**config.mk**
```make
export PLATFORM = sky130hd
export DESIGN_NAME = tce_ctrl
export DESIGN_NICKNAME = d
export VERILOG_FILES = /design/src/sv/tce_pkg.sv /design/src/sv/tce_ctrl.sv
export SDC_FILE = /design/constraint.sdc
export NUM_CORES = 1
export LEC_CHECK = 0
export ABC_CLOCK_PERIOD_IN_PS = 2560
export BUFFER_PORTS_ARGS = -buffer_cell sky130_fd_sc_hd__buf_4
export CAP_MARGIN = 20
export CORE_ASPECT_RATIO = 2
export CORE_MARGIN = 2
export CORE_UTILIZATION = 45
export DETAILED_ROUTE_END_ITERATION = 8
export PLACE_DENSITY = 0.66
export SYNTH_ARGS = -nofsm -noshare
export SYNTH_HDL_FRONTEND = slang
export SYNTH_SLANG_ARGS = --single-unit
export TNS_END_PERCENT = 50
```
**constraint.sdc**
```tcl
create_clock -name clk -period 2.56 [get_ports clk]
set_input_delay 0.768 -clock clk [delete_from_list [all_inputs] [get_ports clk]]
set_output_delay 0.768 -clock clk [all_outputs]
set_load 0.02 [all_outputs]
```
**src/sv/tce_pkg.sv**
```systemverilog
// Shared types, codes and constants of the touch calibration engine.
// Used by the controller, the datapath, the divider and the top level.
package tce_pkg;

  // fixed widths and scaling
  localparam int COORD_BITS   = 12;
  localparam int SAMPLE_LIMIT = 1000;
  localparam int FRAC_BITS    = 16;
  localparam int CNT_W        = 10;
  localparam int SUM_W        = 22;
  localparam int DET_W        = 27;
  localparam int QC_W         = FRAC_BITS + 3;
  localparam int NUM_W        = FRAC_BITS + 24;
  localparam int DEN_W        = 26;
  localparam int DCNT_W       = $clog2(NUM_W + 1);
  localparam int MUL_W        = 34;
  localparam int ACC_W        = 64;

  // configuration register indexes
  localparam logic [2:0] CFG_JITTER  = 3'd0;
  localparam logic [2:0] CFG_MINSAMP = 3'd1;
  localparam logic [2:0] CFG_MINHOLD = 3'd2;
  localparam logic [2:0] CFG_MAXERR  = 3'd3;
  localparam logic [2:0] CFG_MINDET  = 3'd4;
  localparam logic [2:0] CFG_SCREEN  = 3'd5;

  typedef enum logic [1:0] {
    ACT_MAP, ACT_START, ACT_SAMPLE, ACT_CANCEL
  } action_t;

  typedef enum logic [2:0] {
    EV_NONE, EV_STARTED, EV_ACCEPTED, EV_REJECTED,
    EV_FIT_FAIL, EV_VAL_FAIL, EV_COMPLETE, EV_CANCELLED
  } event_t;

  // datapath operations
  typedef enum logic [5:0] {
    OP_NONE, OP_LOAD, OP_CMD, OP_REJCHK, OP_DIVX, OP_WAITX, OP_DIVY, OP_WAITY,
    OP_STOREPT, OP_DET0, OP_DET1, OP_DETCHK, OP_N0, OP_N1, OP_N2, OP_N3,
    OP_NDIV, OP_C0W, OP_C1W, OP_SQ0, OP_SQ1, OP_C2A, OP_C2B, OP_C2W,
    OP_FAILFIT, OP_MAPA, OP_MAPB, OP_ROUND, OP_IDENT, OP_VDIFF, OP_VSQ0,
    OP_VSQ1, OP_FAILVAL, OP_ADV, OP_OUT
  } op_t;

  typedef enum logic [5:0] {
    S_IDLE, S_CMD, S_REJ, S_DIVX, S_WAITX, S_DIVY, S_WAITY, S_STORE,
    S_DET0, S_DET1, S_DETCHK, S_N0, S_N1, S_DIV0, S_WAIT0, S_N2, S_N3,
    S_DIV1, S_WAIT1, S_SQ0, S_SQ1, S_SQCHK, S_C2A, S_C2B, S_C2W,
    S_FAILFIT, S_MAP0, S_MAPA, S_MAPB, S_ROUND, S_VDIFF, S_VSQ0, S_VSQ1,
    S_VCHK, S_FAILVAL, S_ADV, S_OUT
  } state_t;

  typedef struct packed {
    op_t  op;
    logic axis;
    logic vmode;
  } cmd_t;

  typedef struct packed {
    logic rel;
    logic rej;
    logic st2;
    logic st_ge3;
    logic div_done;
    logic det_bad;
    logic cbig;
    logic sq_bad;
    logic vbox_bad;
    logic vsq_bad;
    logic mvalid;
  } stat_t;

  // calibration target positions
  function automatic logic [8:0] tgt_x(input logic [2:0] idx);
    logic [8:0] v;
    case (idx)
      3'd0:    v = 9'd80;
      3'd1:    v = 9'd280;
      3'd2:    v = 9'd180;
      3'd3:    v = 9'd110;
      3'd4:    v = 9'd250;
      default: v = 9'd0;
    endcase
    return v;
  endfunction

  function automatic logic [8:0] tgt_y(input logic [2:0] idx);
    logic [8:0] v;
    case (idx)
      3'd0:    v = 9'd115;
      3'd1:    v = 9'd115;
      3'd2:    v = 9'd275;
      3'd3:    v = 9'd220;
      3'd4:    v = 9'd220;
      default: v = 9'd0;
    endcase
    return v;
  endfunction

  // target deltas used by the fit, per axis
  localparam int FIT_A0 = int'(tgt_x(3'd1)) - int'(tgt_x(3'd0));
  localparam int FIT_B0 = int'(tgt_x(3'd2)) - int'(tgt_x(3'd0));
  localparam int FIT_A1 = int'(tgt_y(3'd1)) - int'(tgt_y(3'd0));
  localparam int FIT_B1 = int'(tgt_y(3'd2)) - int'(tgt_y(3'd0));

endpackage

```
**src/sv/tce_ctrl.sv**
```systemverilog
// Sequencer of the calibration engine: walks one item through the datapath.
// Depends on tce_pkg for states, operations and the command/status structs.
module tce_ctrl import tce_pkg::*; (
  input  logic  clk,
  input  logic  rst_n,
  input  logic  in_tvalid,
  output logic  in_tready,
  output logic  out_tvalid,
  input  logic  out_tready,
  input  stat_t stat,
  output cmd_t  cmd
);

  state_t state_r, state_nxt;
  logic   axis_r, axis_nxt;
  logic   mode_r, mode_nxt;
  logic   out_valid_r, out_valid_nxt;

  always_ff @(posedge clk) begin
    if (!rst_n) begin
      state_r     <= S_IDLE;
      axis_r      <= 1'b0;
      mode_r      <= 1'b0;
      out_valid_r <= 1'b0;
    end else begin
      state_r     <= state_nxt;
      axis_r      <= axis_nxt;
      mode_r      <= mode_nxt;
      out_valid_r <= out_valid_nxt;
    end
  end

  // next state and datapath command
  always_comb begin
    state_nxt     = state_r;
    axis_nxt      = axis_r;
    mode_nxt      = mode_r;
    out_valid_nxt = out_valid_r & ~out_tready;
    in_tready     = 1'b0;
    cmd.op        = OP_NONE;
    cmd.axis      = axis_r;
    cmd.vmode     = mode_r;
    case (state_r)
      S_IDLE: begin
        in_tready = 1'b1;
        if (in_tvalid) begin
          cmd.op    = OP_LOAD;
          state_nxt = S_CMD;
        end
      end
      S_CMD: begin
        cmd.op    = OP_CMD;
        state_nxt = stat.rel ? S_REJ : S_MAP0;
      end
      S_REJ: begin
        cmd.op    = OP_REJCHK;
        state_nxt = stat.rej ? S_MAP0 : S_DIVX;
      end
      S_DIVX: begin
        cmd.op    = OP_DIVX;
        state_nxt = S_WAITX;
      end
      S_WAITX: begin
        cmd.op = OP_WAITX;
        if (stat.div_done) state_nxt = S_DIVY;
      end
      S_DIVY: begin
        cmd.op    = OP_DIVY;
        state_nxt = S_WAITY;
      end
      S_WAITY: begin
        cmd.op = OP_WAITY;
        if (stat.div_done) state_nxt = S_STORE;
      end
      S_STORE: begin
        cmd.op   = OP_STOREPT;
        axis_nxt = 1'b0;
        if (stat.st2) begin
          state_nxt = S_DET0;
        end else if (stat.st_ge3) begin
          mode_nxt  = 1'b1;
          state_nxt = S_MAPA;
        end else begin
          state_nxt = S_ADV;
        end
      end
      // fit: determinant, then per axis two gains and the offset
      S_DET0: begin
        cmd.op    = OP_DET0;
        state_nxt = S_DET1;
      end
      S_DET1: begin
        cmd.op    = OP_DET1;
        state_nxt = S_DETCHK;
      end
      S_DETCHK: begin
        cmd.op    = OP_DETCHK;
        state_nxt = stat.det_bad ? S_FAILFIT : S_N0;
      end
      S_N0: begin
        cmd.op    = OP_N0;
        state_nxt = S_N1;
      end
      S_N1: begin
        cmd.op    = OP_N1;
        state_nxt = S_DIV0;
      end
      S_DIV0: begin
        cmd.op    = OP_NDIV;
        state_nxt = S_WAIT0;
      end
      S_WAIT0: begin
        cmd.op = OP_C0W;
        if (stat.div_done) state_nxt = stat.cbig ? S_FAILFIT : S_N2;
      end
      S_N2: begin
        cmd.op    = OP_N2;
        state_nxt = S_N3;
      end
      S_N3: begin
        cmd.op    = OP_N3;
        state_nxt = S_DIV1;
      end
      S_DIV1: begin
        cmd.op    = OP_NDIV;
        state_nxt = S_WAIT1;
      end
      S_WAIT1: begin
        cmd.op = OP_C1W;
        if (stat.div_done) state_nxt = stat.cbig ? S_FAILFIT : S_SQ0;
      end
      S_SQ0: begin
        cmd.op    = OP_SQ0;
        state_nxt = S_SQ1;
      end
      S_SQ1: begin
        cmd.op    = OP_SQ1;
        state_nxt = S_SQCHK;
      end
      S_SQCHK: begin
        state_nxt = stat.sq_bad ? S_FAILFIT : S_C2A;
      end
      S_C2A: begin
        cmd.op    = OP_C2A;
        state_nxt = S_C2B;
      end
      S_C2B: begin
        cmd.op    = OP_C2B;
        state_nxt = S_C2W;
      end
      S_C2W: begin
        cmd.op = OP_C2W;
        if (axis_r) begin
          state_nxt = S_ADV;
        end else begin
          axis_nxt  = 1'b1;
          state_nxt = S_N0;
        end
      end
      S_FAILFIT: begin
        cmd.op    = OP_FAILFIT;
        state_nxt = S_MAP0;
      end
      // mapping of a point (identity without a stored mapping), for the result or for validation
      S_MAP0: begin
        if (stat.mvalid) begin
          mode_nxt  = 1'b0;
          axis_nxt  = 1'b0;
          state_nxt = S_MAPA;
        end else begin
          cmd.op    = OP_IDENT;
          state_nxt = S_OUT;
        end
      end
      S_MAPA: begin
        cmd.op    = OP_MAPA;
        state_nxt = S_MAPB;
      end
      S_MAPB: begin
        cmd.op    = OP_MAPB;
        state_nxt = S_ROUND;
      end
      S_ROUND: begin
        cmd.op = OP_ROUND;
        if (!axis_r) begin
          axis_nxt  = 1'b1;
          state_nxt = S_MAPA;
        end else begin
          state_nxt = mode_r ? S_VDIFF : S_OUT;
        end
      end
      S_VDIFF: begin
        cmd.op    = OP_VDIFF;
        state_nxt = S_VSQ0;
      end
      S_VSQ0: begin
        cmd.op    = OP_VSQ0;
        state_nxt = stat.vbox_bad ? S_FAILVAL : S_VSQ1;
      end
      S_VSQ1: begin
        cmd.op    = OP_VSQ1;
        state_nxt = S_VCHK;
      end
      S_VCHK: begin
        state_nxt = stat.vsq_bad ? S_FAILVAL : S_ADV;
      end
      S_FAILVAL: begin
        cmd.op    = OP_FAILVAL;
        state_nxt = S_MAP0;
      end
      S_ADV: begin
        cmd.op    = OP_ADV;
        state_nxt = S_MAP0;
      end
      S_OUT: begin
        if (!out_valid_r || out_tready) begin
          cmd.op        = OP_OUT;
          out_valid_nxt = 1'b1;
          state_nxt     = S_IDLE;
        end
      end
      default: state_nxt = S_IDLE;
    endcase
  end

  assign out_tvalid = out_valid_r;

endmodule

```
Word level (Yosys, flattened, before mapping)
Cells that the tools add are included.
{"block": "word_totals", "ff_bits": 9, "input_bits": 15, "out_inout_bits": 10, "word_cells": 95}
{"block": "classes", "n_eq_ne": 45, "n_mux": 33, "bitwise": 2, "n_reduce_logical": 11}
{"operator": "one-hot mux 6 bit (35 select lines)", "n": 1}
{"operator": "one-hot mux 6 bit (34 select lines)", "n": 1}
{"operator": "equality test 6 x 5 -> 1 bit, second input constant", "n": 16}
{"operator": "2-to-1 mux 6 bit", "n": 13}
{"operator": "equality test 6 x 4 -> 1 bit, second input constant", "n": 8}
{"operator": "equality test 6 bit, second input constant", "n": 5}
{"operator": "2-to-1 mux 5 bit", "n": 5}
{"operator": "equality test 6 x 3 -> 1 bit, second input constant", "n": 4}
{"operator": "!= test 2 bit, second input constant", "n": 9}
{"operator": "equality test 6 x 2 -> 1 bit, second input constant", "n": 2}
{"operator": "2-to-1 mux 1 bit", "n": 8}
{"operator": "2-to-1 mux 4 bit", "n": 2}
{"operator": "equality test 6 x 1 -> 1 bit, second input constant", "n": 1}
{"operator": "zero test 6 bit", "n": 1}
{"operator": "AND reduction 6 bit", "n": 1}
{"operator": "AND reduction 4 bit", "n": 1}
{"operator": "OR reduction 2 bit", "n": 2}
{"operator": "one-hot mux 1 bit (3 select lines)", "n": 1}
{"operator": "nonzero test 3 bit", "n": 1}
{"operator": "OR reduction 3 bit", "n": 1}
{"operator": "2-to-1 mux 2 bit", "n": 1}
{"operator": "one-hot mux 1 bit (2 select lines)", "n": 1}
{"operator": "AND reduction 2 bit", "n": 1}
{"operator": "nonzero test 2 bit", "n": 1}
{"operator": "other kinds (4)", "n": 4}

Logic depth before layout (Yosys ltp)
{"block": "logic_depth", "ltp_word": 4, "ltp_mapped": 8, "depth_no_buf": 5}

Least setup slack after synthesis
Ideal clock, no wire load.
{"block": "synth_timing", "path_kind": "register -> output", "start": "register state_r[3]", "end": "output cmd[5] (netlist name)", "arrival_ps": 1760, "t_required_ps": 1792, "path_slack_ps": 32, "path_stages_with_launch": 9, "n_path_buf": 4, "cell_sequence": "dfxtp_1 buf_6 buf_8 buf_2 clkbuf_1 a21oi_1 o22ai_1 a22oi_1 o21ai_0"}
{"item": "start: declaration", "line": "tce_ctrl.sv:14", "source": "state_t state_r, state_nxt;"}
{"item": "start signal: assignment", "line": "tce_ctrl.sv:26", "source": "state_r <= state_nxt;"}
{"item": "end: declaration", "line": "tce_ctrl.sv:11", "source": "output cmd_t cmd"}

==> metrics.cfg <==
[routing]
drc_errors = 0
post_drt_wl_per_cell_um = 23.3
vias_per_cell = 7.15
dr.pass1.iters = 5
via_count = 2317
totalWireLength_um = 7560
ant_nets = 0
drt-initial-drc-count = 168

[critical_path]
path_cells = buf_12, nor4bb_4, nand3b_1, nor2b_2, o21ai_1, buf_4
crit_path_end_kind = output pin
start_kind = register
required_ns = 1.79
crit_arrival_ns = 1.82
critical_path_class = reg2out
cp_max_fo = 8
critPathSlowestCell = dfxtp_4
max_stage_delay_ns = 0.39

[synth]
async_flop_share = 0
yosys_warnings = 0
yosys-top-cells-area = dfxtp_1 (11%), o21ai_0 (6.9%), a21oi_1 (5.0%), nor2b_1 (4.3%), nand2b_1 (3.9%)
avgSynthCellArea_um2 = 6.78
ys_ff_latch = 9
synthDominantCellAreaShare = 0.113
syn_nets = 251
ys_seq_area_frac = 0.113
ys_types = 60
synth_edf_count = 0
yosysMostFrequentCell = o21ai_0
synth_commonest_cells = o21ai_0 (22), a21oi_1 (16), nand2_1 (16)
synth-main-ff-cell = dfxtp_1
synth_area_um2 = 1600
synth_top_area_cell = dfxtp_1
synth_cells = 236

[sta]
timing.final.ws_setup_ns = -0.0306
rsz0062_at_grt = yes
fin_setup_tns_ns = -0.0745
setup_viol = 4
period_share = 1.01
worst_pin_slew_ns = 0.451
clock.fmax_mhz = 386
relSlewSlack = 0.695
finClkSkew_ns = 0.00740
finalMaxSlewViolations = 0
period_needed_ns = 2.59
timing.hold.ws_ns = 0.633
final-hold-violation-count = 0

[global_route]
grt_pass1_vias = 2038
antenna_found_initial = 0
overflow = 0
grt_pass1_wl_um = 10700
track_usage = 0.367
grt_max_degree = 33

[power]
power_frac_comb = 0.824
power_leakage_nw = 0.919
p_clk_frac = 0.070
swShare = 0.515
switchingPower_mw = 1.36
vdd_drop_max_uv = 764
intPower_mw = 1.28
seqPwrFrac = 0.106
powerDensity_nw_per_um2 = 1140

[outcome]
outcome = complete, but fails checks
violations = setup timing

[cts]
clock-sinks = 9
cts_tree = done
hold_buffers = 0
htree_levels = 1
clk_pin_slew_ns = 0.06
insertion_delay_ns = 0.25
clockRootBuffer = clkbuf_8
clk_path_buf_depth = 2
numCtsBuffers = 3

[place]
pre_cts_ws_ns = -0.00930
dpl-instance-area_um2 = 1980
io_buffer_count = 24
hpwl_um = 5270
gp_congestion = 0.944

[die]
die_w_um = 46.2
die_y_um = 88.3
start_util = 0.473
io_pins = 25
dieArea_um2 = 4080
core_um2 = 3380
num_rows = 30

[layout]
fillers = 332
drive_gt1_frac = 0.397
layout.nets = 308
antenna_cells = 0
area.growth.synth_to_final_pct = 44.8
fin_area_um2 = 2310

[job]
maxCapViolations = 0

[min_path]
min_path_type = reg2reg

==> power by group through the flow <==
| stage | logic, mW | registers [mW] | clock network, mW |
|---|---|---|---|
| after detailed placement | 1.78 | 0.241 | 0 |
| after floorplan | 1.13 | 0.198 | 0 |
| after global placement | 1.78 | 0.240 | 0 |
| after CTS | 1.87 | 0.252 | 0.188 |
| final | 2.17 | 0.280 | 0.185 |
| after global routing | 2.26 | 0.278 | 0.192 |
==> state kept, by name, summed over array words and instances (netlist names) <==
signal and cells:
state_r 6, mode_r 1, axis_r 1, out_tvalid 1
==> timing repair <==
action / CTS / global route
buffers inserted: 5 / 8
resized for setup: 21 / 23
endpoints found under the setup margin: 5 / 5
endpoints found under the hold margin: 0 / 0
gates cloned: 0 / 2
pin swaps: 2 / 4
==> layout make-up <==
type | instances | area [um2] | share of cell area
multi-input cells | 193 | 1320 | 0.571
repair buffers | 80 | 684 | 0.296
flip-flops and latches | 9 | 195 | 0.0843
clock buffers | 3 | 41.3 | 0.0178
well taps | 32 | 40.0 | 0.0173
inverters | 6 | 26.3 | 0.0114
clock inverters | 1 | 5.00 | 0.00216
==> worst paths after layout <==
kind / start / to / slack (ns) / depth (start not counted)
hold / removal: mode_r$_SDFFE_PN0P_ / mode_r$_SDFFE_PN0P_ / 0.63 / 2
setup / recovery: state_r[0]$_SDFFE_PN0P_ / cmd[6] / -0.03 / 6
hold reg to reg: mode_r$_SDFFE_PN0P_ / mode_r$_SDFFE_PN0P_ / 0.63 / 2
setup reg to reg: state_r[0]$_SDFFE_PN0P_ / state_r[2]$_SDFFE_PN0P_ / 0.20 / 9
==> logic make-up (layout without fill, tap and decap cells) <==
group                  after synthesis  count (layout)  synth area share
XOR/XNOR                             1               1           0.00548
multiplexers                         3               3            0.0188
flip-flops                           9               9             0.113
buffers and inverters               34              90             0.115
AO/OA/AOI/OAI                       86              86             0.365
AND/OR/NAND/NOR                    103             103             0.383
==> per-stage QoR <==
step / power, mW / instances / util
final: 2.64 / 324 / 0.685
after global placement: 2.02 / 305 / 0.586
after CTS: 2.31 / 314 / 0.635
after detailed placement: 2.02 / 305 / 0.586
after floorplan: 1.33 / 236 / -
after global routing: 2.73 / 324 / 0.685
==> critical path: cells and delay by family (launching register included) <==
kind | cells | cell delay, ns
AO/OA/AOI/OAI | 1 | 0.07
buffers and inverters | 2 | 0.30
flip-flops | 1 | 0.39
AND/OR/NAND/NOR | 3 | 0.81
==> cells in the final DEF (no fill, tap or decap), types with 3 or more instances in the layout <==
| cell type | instances |
|---|---|
| nand2b_1 | 7 |
| nor3_1 | 7 |
| or4_1 | 3 |
| nand3_1 | 4 |
| and3_1 | 5 |
| dfxtp_4 | 3 |
| nor4_1 | 4 |
| and3b_1 | 3 |
| a21oi_1 | 15 |
| inv_1 | 5 |
| o32ai_1 | 3 |
| buf_4 | 73 |
| nand2_1 | 15 |
| nor2b_1 | 7 |
| clkbuf_8 | 3 |
| o21ai_1 | 6 |
| o211ai_1 | 3 |
| a32oi_1 | 4 |
| a31oi_1 | 7 |
| a22oi_1 | 6 |
| dfxtp_1 | 3 |
| nor2_1 | 13 |
| o22ai_1 | 3 |
| nor2b_2 | 4 |
| o21ai_0 | 16 |
| dfxtp_2 | 3 |
| mux2i_1 | 3 |
| buf_12 | 3 |
==> per-layer routing <==
layer,track usage,wire length (um),part of all wire,up-vias
met2,0.634,3930,0.52,166
met1,0.417,2540,0.34,1089
met3,0.0367,601,0.080,40
met4,0.200,486,0.064,0
li1,-,-,-,1022
met5,0,0,0,-
(Power assumes the default switching activity.)
